<file path="src/hw/rtl/ccs_pkg.sv">
// Package for the CSV cell splitter: store geometry, character codes and
// controller state type. No dependencies.
`timescale 1ns / 1ps
`default_nettype none

package ccs_pkg;

	localparam int CELL_MAX = 64;
	localparam int CELL_AW  = $clog2(CELL_MAX);
	localparam int CELL_LW  = $clog2(CELL_MAX + 1);

	localparam logic [7:0] CH_QUOTE   = 8'h22;
	localparam logic [7:0] CH_COMMA   = 8'h2C;
	localparam logic [7:0] CH_NEWLINE = 8'h0A;

	typedef enum logic [1:0] {
		ST_IDLE,
		ST_SCAN,
		ST_WAIT,
		ST_FLUSH
	} state_t;

endpackage

`default_nettype wire

</file>
<file path="src/hw/rtl/ccs_ram.sv">
// Generic single-write, single-read synchronous RAM with registered read data.
// No dependencies.
`timescale 1ns / 1ps
`default_nettype none

module ccs_ram #(
	parameter int WIDTH = 8,
	parameter int DEPTH = 64
) (
	input  wire logic                     clk,
	input  wire logic                     we,
	input  wire logic [$clog2(DEPTH)-1:0] waddr,
	input  wire logic [WIDTH-1:0]         wdata,
	input  wire logic [$clog2(DEPTH)-1:0] raddr,
	output logic      [WIDTH-1:0]         rdata
);

	logic [WIDTH-1:0] mem_q [DEPTH];

	always_ff @(posedge clk) begin
		if (we) begin
			mem_q[waddr] <= wdata;
		end
		rdata <= mem_q[raddr];
	end

endmodule

`default_nettype wire

</file>
<file path="src/hw/rtl/csv_cell_splitter_top.sv">
// CSV cell splitter top level: byte intake, cell store and decoding read-out.
// Depends on ccs_pkg and ccs_ram.
`timescale 1ns / 1ps
`default_nettype none

// A byte is taken when start is high and busy is low. A byte kept in the cell
// leaves busy low, so such bytes may come every cycle. A comma at even quote
// parity or a newline closes the cell: busy then rises and stays high while
// the stored bytes between the stripped wrapping quotes are read out, because
// the single read port of the cell store delivers one byte per cycle. Results
// appear one per cycle or with gaps where doubled quotes collapse, each marked
// by strobe for one cycle; the last one of a cell shows in the cycle in which
// busy falls. Results cannot be held off.
module csv_cell_splitter_top (
	input  wire logic       clk,
	input  wire logic       arst_n,
	input  wire logic       start,
	output logic            busy,
	input  wire logic [7:0] in_byte,
	output logic            strobe,
	output logic      [7:0] data_byte,
	output logic            empty_cell,
	output logic            last_of_cell,
	output logic            end_of_row,
	output logic            quote_error,
	output logic            truncated
);

	ccs_pkg::state_t state_q, state_d;

	logic [ccs_pkg::CELL_LW-1:0] cell_len_q;
	logic                        parity_q;
	logic                        overflow_q;
	logic                        first_quote_q;
	logic                        last_quote_q;

	logic [ccs_pkg::CELL_LW-1:0] rd_addr_q;
	logic [ccs_pkg::CELL_LW-1:0] end_q;
	logic [ccs_pkg::CELL_LW-1:0] rd_next;
	logic                        rd_valid_s1;
	logic [7:0]                  rdata;

	logic       pend_valid_q;
	logic [7:0] pend_byte_q;
	logic       prev_quote_q;

	logic       strobe_q;
	logic [7:0] data_q;
	logic       empty_q;
	logic       last_q;
	logic       eor_q;
	logic       qerr_q;
	logic       trunc_q;

	logic                        accept;
	logic                        is_newline;
	logic                        is_quote;
	logic                        closes;
	logic                        store_we;
	logic                        wrapped;
	logic [ccs_pkg::CELL_LW-1:0] span_lo;
	logic [ccs_pkg::CELL_LW-1:0] span_hi;
	logic                        span_any;
	logic                        issue_rd;
	logic                        rd_drop;

	assign accept     = start && !busy;
	assign is_newline = (in_byte == ccs_pkg::CH_NEWLINE);
	assign is_quote   = (in_byte == ccs_pkg::CH_QUOTE);
	assign closes     = is_newline || ((in_byte == ccs_pkg::CH_COMMA) && !parity_q);
	assign store_we   = accept && !closes
		&& (cell_len_q < ccs_pkg::CELL_LW'(ccs_pkg::CELL_MAX));

	assign wrapped = (cell_len_q != '0) && first_quote_q && last_quote_q;

	always_comb begin
		span_lo = '0;
		span_hi = cell_len_q;
		if (wrapped) begin
			if (cell_len_q >= ccs_pkg::CELL_LW'(2)) begin
				span_lo = ccs_pkg::CELL_LW'(1);
				span_hi = cell_len_q - ccs_pkg::CELL_LW'(1);
			end else begin
				span_hi = '0;
			end
		end
	end

	assign span_any = (span_lo < span_hi);
	assign rd_next  = rd_addr_q + ccs_pkg::CELL_LW'(1);
	assign rd_drop  = (rdata == ccs_pkg::CH_QUOTE) && prev_quote_q;

	always_comb begin
		state_d = state_q;
		unique case (state_q)
			ccs_pkg::ST_IDLE: begin
				if (accept && closes) begin
					state_d = span_any ? ccs_pkg::ST_SCAN : ccs_pkg::ST_FLUSH;
				end
			end
			ccs_pkg::ST_SCAN: begin
				if (rd_next == end_q) begin
					state_d = ccs_pkg::ST_WAIT;
				end
			end
			ccs_pkg::ST_WAIT:  state_d = ccs_pkg::ST_FLUSH;
			ccs_pkg::ST_FLUSH: state_d = ccs_pkg::ST_IDLE;
			default:           state_d = ccs_pkg::ST_IDLE;
		endcase
	end

	always_comb begin
		busy     = 1'b1;
		issue_rd = 1'b0;
		unique case (state_q)
			ccs_pkg::ST_IDLE: busy = 1'b0;
			ccs_pkg::ST_SCAN: issue_rd = 1'b1;
			default: ;
		endcase
	end

	always_ff @(posedge clk or negedge arst_n) begin
		if (!arst_n) begin
			state_q <= ccs_pkg::ST_IDLE;
		end else begin
			state_q <= state_d;
		end
	end

	// Intake of the open cell
	always_ff @(posedge clk or negedge arst_n) begin
		if (!arst_n) begin
			cell_len_q    <= '0;
			parity_q      <= 1'b0;
			overflow_q    <= 1'b0;
			first_quote_q <= 1'b0;
			last_quote_q  <= 1'b0;
		end else if (accept) begin
			if (closes) begin
				cell_len_q    <= '0;
				parity_q      <= 1'b0;
				overflow_q    <= 1'b0;
				first_quote_q <= 1'b0;
				last_quote_q  <= 1'b0;
			end else begin
				if (is_quote) begin
					parity_q <= !parity_q;
				end
				if (store_we) begin
					cell_len_q   <= cell_len_q + ccs_pkg::CELL_LW'(1);
					last_quote_q <= is_quote;
					if (cell_len_q == '0) begin
						first_quote_q <= is_quote;
					end
				end else begin
					overflow_q <= 1'b1;
				end
			end
		end
	end

	ccs_ram #(
		.WIDTH(8),
		.DEPTH(ccs_pkg::CELL_MAX)
	) u_store (
		.clk  (clk),
		.we   (store_we),
		.waddr(cell_len_q[ccs_pkg::CELL_AW-1:0]),
		.wdata(in_byte),
		.raddr(rd_addr_q[ccs_pkg::CELL_AW-1:0]),
		.rdata(rdata)
	);

	// Read-out: latch span and flags at close, advance read address
	always_ff @(posedge clk or negedge arst_n) begin
		if (!arst_n) begin
			rd_valid_s1 <= 1'b0;
		end else begin
			rd_valid_s1 <= issue_rd;
		end
	end

	always_ff @(posedge clk) begin
		if (accept && closes) begin
			rd_addr_q <= span_lo;
			end_q     <= span_hi;
			eor_q     <= is_newline;
			qerr_q    <= is_newline && parity_q;
			trunc_q   <= overflow_q;
		end else if (issue_rd) begin
			rd_addr_q <= rd_next;
		end
	end

	// Decode: collapse doubled quotes, hold one byte back to mark the last
	always_ff @(posedge clk or negedge arst_n) begin
		if (!arst_n) begin
			pend_valid_q <= 1'b0;
			prev_quote_q <= 1'b0;
			strobe_q     <= 1'b0;
		end else begin
			strobe_q <= 1'b0;
			if (accept && closes) begin
				pend_valid_q <= 1'b0;
				prev_quote_q <= 1'b0;
			end else if (rd_valid_s1) begin
				if (rd_drop) begin
					prev_quote_q <= 1'b0;
				end else begin
					prev_quote_q <= (rdata == ccs_pkg::CH_QUOTE);
					pend_valid_q <= 1'b1;
					strobe_q     <= pend_valid_q;
				end
			end else if (state_q == ccs_pkg::ST_FLUSH) begin
				strobe_q     <= 1'b1;
				pend_valid_q <= 1'b0;
			end
		end
	end

	always_ff @(posedge clk) begin
		if (rd_valid_s1 && !rd_drop) begin
			pend_byte_q <= rdata;
			data_q      <= pend_byte_q;
			empty_q     <= 1'b0;
			last_q      <= 1'b0;
		end else if (state_q == ccs_pkg::ST_FLUSH) begin
			data_q  <= pend_valid_q ? pend_byte_q : 8'h00;
			empty_q <= !pend_valid_q;
			last_q  <= 1'b1;
		end
	end

	assign strobe       = strobe_q;
	assign data_byte    = data_q;
	assign empty_cell   = empty_q;
	assign last_of_cell = last_q;
	assign end_of_row   = eor_q;
	assign quote_error  = qerr_q;
	assign truncated    = trunc_q;

endmodule

`default_nettype wire

</file>
<file path="config.mk">
export PLATFORM = sky130hd
export DESIGN_NAME = csv_cell_splitter_top
export DESIGN_NICKNAME = d
export VERILOG_FILES = /design/src/hw/rtl/ccs_pkg.sv /design/src/hw/rtl/ccs_ram.sv /design/src/hw/rtl/csv_cell_splitter_top.sv
export SDC_FILE = /design/constraint.sdc
export NUM_CORES = 1
export LEC_CHECK = 0
export ABC_AREA = 1
export BUFFER_PORTS_ARGS = -buffer_cell sky130_fd_sc_hd__buf_2
export CORE_AREA = 2 2 283 215
export CTS_CLUSTER_SIZE = 40
export DETAILED_ROUTE_END_ITERATION = 10
export DIE_AREA = 0 0 285 217
export HOLD_SLACK_MARGIN = 0.05
export PLACE_DENSITY = 0.56
export SYNTH_ARGS = -nofsm -noshare
export SYNTH_HDL_FRONTEND = slang
export SYNTH_SLANG_ARGS = --single-unit
</file>
<file path="constraint.sdc">
create_clock -name clk -period 2.1 [get_ports clk]
set_clock_uncertainty 0.2 [all_clocks]
set_input_delay 0.105 -clock clk [delete_from_list [all_inputs] [get_ports clk]]
set_output_delay 0.105 -clock clk [all_outputs]
set_load 0.005 [all_outputs]
</file>
==> Word-level counts from Yosys, hierarchy flattened <==
Memory sizes are Yosys's and may differ from the RTL's. A register that Yosys moved wholly into a read port is not among the register bits.
Index checks and enable logic that the tools add are counted.
{ "word_totals": {"reg_bits": 52, "latchBits": 0, "ramBits": 512, "rom_bits": 0, "output_inout_bits": 15, "wordCells": 108, "memories": 1} }
{ "classes": {"add_sub_neg": 3, "multipliers": 0, "div": 0, "order_cmp": 3, "eq_ne": 12, "shifts": 0, "n_mux": 39, "n_bitwise": 0, "n_reduce_logical": 31} }
{ "memory_table": {"columns": ["memory", "depth", "width", "read_ports", "rd_clocked_by_memory_dff", "write_ports", "line", "rtl"], "rows": [
  ["u_store.mem_q", 64, 8, 1, 1, 1, "ccs_ram.sv:18", "logic [WIDTH-1:0] mem_q [DEPTH];"]
]} }
{ "op_table": {"columns": ["op", "count"], "rows": [
  ["$mux 7", 7],
  ["$mux 1", 25],
  ["$eq 8x6->1 const B", 3],
  ["$mux 8", 3],
  ["$add 7x1->7 const B", 2],
  ["$reduce_bool 2->1", 6],
  ["$logic_and 1x1->1", 10],
  ["$reduce_and 2->1", 5],
  ["$eq 8x4->1 const B", 1],
  ["$pmux 2 s4", 1],
  ["$eq 7x7->1", 1],
  ["$ge 7x2->1 const B", 1],
  ["$logic_not 7->1", 1],
  ["$lt 7x7->1", 1],
  ["$lt 7x7->1 const B", 1],
  ["$reduce_bool 7->1", 1],
  ["$sub 7x1->7 const B", 1],
  ["$mux 2", 3],
  ["$eq 2x2->1 const B", 2],
  ["$logic_not 1->1", 4],
  ["$ne 2x2->1 const B", 2],
  ["$ne 3x2->1 const B", 1],
  ["$reduce_and 3->1", 1],
  ["$reduce_bool 3->1", 1],
  ["4 further kinds", 4]
]} }

==> Depth between registers and ports, before layout <==
{ "depth": {"ltp_word": 8, "depth_mapped": 14} }

==> Modules after synthesis <==
Synthesis repeated with hierarchy kept, for this count alone.
{ "unflattened": {"hier_cells": 2123, "hier_area_um2": 24139.4} }
{ "by_module_without_submodules": {"columns": ["mod", "instances", "cells_per_inst", "area_per_inst_um2", "seq_area_each_um2"], "rows": [
  ["ccs_ram", 1, 1805, 21339.2, 15534.9],
  ["csv_cell_splitter_top", 1, 318, 2800.2, 1456.4]
]} }

==> Worst setup path after synthesis <==
No wires, ideal clock.
{ "synth_timing": {"path_kind": "reg2reg", "start": "register state_q[0]", "end": "memory u_store.mem_q[10][0] (enable)", "arrival_time_ps": 1734, "required_ps": 1529, "path_slack_ps": -204, "path_stages_with_launch": 9, "n_path_buf": 0, "synth_period_minus_slack_ps": 2304, "path_cell_list": "dfrtp_1 inv_1 ha_1 nand2_1 nor2_1 nand2_1 inv_1 nand4_1 nor2_1"} }
{ "synth_via": {"elab_chain_cells": 6} }
{ "synth_lines": {"columns": ["element", "line", "rtl"], "rows": [
  ["start: declaration", "csv_cell_splitter_top.sv:29", "ccs_pkg::state_t state_q, state_d;"],
  ["start signal: assignment", "csv_cell_splitter_top.sv:124", "state_q <= ccs_pkg::ST_IDLE;"],
  ["start signal: assignment", "csv_cell_splitter_top.sv:126", "state_q <= state_d;"],
  ["$logic_not 2->1", "csv_cell_splitter_top.sv:115", "unique case (state_q)"],
  ["$logic_and 1x1->1", "csv_cell_splitter_top.sv:67", "assign accept = start && !busy;"],
  ["$logic_and 1x1->1", "csv_cell_splitter_top.sv:71", "assign store_we = accept && !closes"],
  ["$logic_and 1x1->1", "csv_cell_splitter_top.sv:72", "&& (cell_len_q < ccs_pkg::CELL_LW'(ccs_pkg::CELL_MAX));"],
  ["$mux 1", "ccs_ram.sv:21", "if (we) begin"],
  ["$mux 1 (implied by the code)", "ccs_ram.sv:22", "mem_q[waddr] <= wdata;"],
  ["end: declaration", "ccs_ram.sv:18", null]
]} }
No other way between the ends.

==> Worst setup path in the final report <==
{ "layout_timing": {"start": "register state_q[0]", "end": "memory u_store.mem_q[53][3] (enable)"} }
Same word-level chain as after synthesis.

==> results.toml <==
[routing]
wl_um = 66000
wl_met1_um = 30200
met3_length_um = 5370
drt-initial-drc-count = 2018
wl_met2_um = 29100
drtAntennaViolNets = 0
drt-vias-per-instance = 5.42
drc = 0
vias = 16600
route.top_layer_used = "met4"
wl_per_cell_um = 21.6
firstDrtPassIters = 6

[yosys]
synth_area_um2 = 23400
synth-edff-count = 545
synth_largest_area_cell = "edfxtp_1"
synthFlopType = "edfxtp_1"
synth.distinct_cells = 37
synthArstFlopShare_pct = 2.97
yosysMostFrequentCell = "edfxtp_1"
ys_seq_elements = 572
synthTopCellsByArea = "edfxtp_1 (70%), nor2_1 (6.0%), nand2_1 (5.6%)"
synthCells = 1993
avgSynthCellArea_um2 = 11.7
synth_top_area_share_pct = 69.9
synthTopCellsByCount = "edfxtp_1 (545), nor2_1 (375), nand2_1 (348), o21ai_0 (237), o22ai_1 (130)"
syn_nets = 2013
yosysSeqAreaShare_pct = 72.6
ys_warn_count = 0

[global_routing]
grt_overflow = 0
track_usage_pct = 20.8
antenna_found_initial = 2
grt_pass1_wl_um = 98100
grt_max_degree = 66
grt_pass1_vias = 16000

[floorplanning]
initial_utilization_pct = 39.3
io_pins = 26
core-area_um2 = 59500
rows = 78
die_y_um = 217
chipWidth_um = 285
die-area_um2 = 61800

[flow_run]
max-cap-violations = 0

[clock_tree]
clk_latency_ns = 0.59
clock_sinks = 572
cts_max_path_buffers = 3
htreeDepth = 2
ctsRootBufferMaster = "clkbuf_16"
cts_made_buffers = 53
path_clk_slew_ns = 0.06
tritoncts = "done"

[final_layout]
area_delta_synth_final_pct = 27.6
drive_gt1_share_pct = 24.9
layout.nets = 2239
antenna_cells = 0
postLayoutCellArea_um2 = 29900

[placed_design]
place_area_um2 = 26100
dp_hpwl_um = 39900
numPortBuffers = 25
gp_congestion = 0.874

[sta]
setup_viol_count_final = 168
hold_violations = 0
max_freq_mhz = 456
worstMarginPinSlew_ns = 0.871
fin_crit_sh_pct = 104
setup-tns-final_ns = -6.05
fin_crit_ns = 2.19
holdWs_ns = 0.0777
slew_headroom_pct = 41.8
rsz0062_at_grt = "yes"
finalMaxSlewViolations = 0
layout_setup_ws_ns = -0.0929

[status]
violations = "negative setup slack"
status = "finished, violations left"

[critical_path]
worst_path_max_delay_cell = "dfrtp_1"
slowest_delay_ns = 0.40
reg2reg_slack_ns = -0.09
critPathKind = "flop to flop"
r2r_end = "u_store.mem_q[53][3]"
startpoint_type = "flop"
r2r-start = "state_q[0]"
critPathMaxFanout = 8
cpMostUsedCell = "nor2_4"
crit_arrival_ns = 2.30
worstPathRequired_ns = 2.20
worstPathCellList = "inv_2, ha_4, nand2_4, nor2_4, nand2_4, buf_6, nor2_4, nand3_2, buf_12, nor2_4, buf_6"
r2r_cells = 11
cp-end-kind = "flop"

[min_path]
min_to = "u_store.mem_q[25][3]"
holdPathStages = 2
min-delay-start = "in_byte[3]"
hold_class = "input pin to flop"

[pwr]
power_density_nw_per_um2 = 1310
ir_worst_vdd_mv = 0.896
leakage_uw = 0.0106
registers in the layout, indices dropped and copies added (netlist names), 2 cells and up:
name,flops
state_q,2
cell_len_q,7
u_store.rdata,8
rd_addr_q,7
end_q,7
pend_byte_q,8
data_byte,8
u_store.mem_q,512
how the worst max path moves through the flow:
stage                     slack, ns                    to  cells after the start         start
after floorplan               -0.20  u_store.mem_q[10][0]                      8    state_q[0]
after global placement        -0.41  u_store.mem_q[48][7]                     10    state_q[0]
after detailed placement      -0.52  u_store.mem_q[48][5]                     10    state_q[0]
after CTS                     -0.12  u_store.mem_q[61][7]                     11    state_q[0]
after global routing          -0.20      u_store.rdata[7]                     12  rd_addr_q[0]
final                         -0.09  u_store.mem_q[53][3]                     11    state_q[0]
layout make-up:
class / count / area, um2
clock inverters: 34 / 399
flip-flops and latches: 572 / 17000
repair buffers: 285 / 3190
multi-input cells: 1246 / 6680
clock buffers: 61 / 1360
inverters: 61 / 255
fillers: 5166 / 29700
well taps: 800 / 1000
kinds of logic (layout without fill, tap and decap cells):
logic type | Yosys count | in the layout | synth area share (%)
buffers and inverters | 175 | 441 | 3.35
DFF | 572 | 572 | 72.6
xor gates and xnor gates | 5 | 5 | 0.187
AOI/OAI and AO/OA | 404 | 404 | 9.35
and+or+nand+nor | 828 | 828 | 14.1
adders and majority gates | 9 | 9 | 0.481
placed cells by master, fill, tap and decap left out, drive strengths merged:
master / n
nor3: 4
bufinv: 8
dfxtp: 10
inv: 56
nor4: 2
clkbuf: 67
a211oi: 1
nand3: 78
clkinv: 25
and3: 1
nand3b: 1
clkinvlp: 6
bufbuf: 1
edfxtp: 545
xor2: 3
nand2: 351
o21ai: 265
nor2: 381
a21oi: 7
nand4: 7
o22ai: 130
o31ai: 1
dlygate4sd3: 12
buf: 266
and2: 1
ha: 9
xnor2: 2
or2: 2
dfrtp: 17
what timing repair did:
item,in CTS,in global routing
hold endpoints to repair,39,0
pin swaps,20,67
setup endpoints to repair,508,542
setup buffers,20,9
hold buffers,12,0
resized for setup,262,169
cloned,5,6
where the power goes:
| part | total [uW] | switching (uW) | internal [uW] |
|---|---|---|---|
| registers | 13600 | 376 | 13200 |
| clock network | 9890 | 4260 | 5620 |
| logic | 15700 | 9710 | 5980 |
| total | 39200 | 14400 | 24800 |
metal layers:
| metal | track usage [%] | vias to the layer above |
|---|---|---|
| li1 | - | 7557 |
| met1 | 31.7 | 8256 |
| met2 | 31.0 | 667 |
| met3 | 3.57 | 85 |
| met4 | 5.29 | 0 |
| met5 | 0 | - |
metrics by stage:
step | total power [uW] | setup slack, ns | std cells | utilization (%)
finish | 39200 | -0.0929 | 3059 | 50.2
global route | 41100 | -0.197 | 3059 | 50.2
CTS | 37900 | -0.116 | 3046 | 48.9
detailed placement | 26800 | -0.523 | 2915 | 43.8
global placement | 26700 | -0.414 | 2915 | 43.8
floorplan | 21300 | -0.204 | 1993 | -
critical path: cells and delay by family, from the launching register on:
kind	cells	cell delay, ns
fa+ha+maj	1	0.15
buf+inv	4	0.52
simple gates	6	0.61
flops	1	0.40
Note: power is estimated with default switching activity, not from simulation.
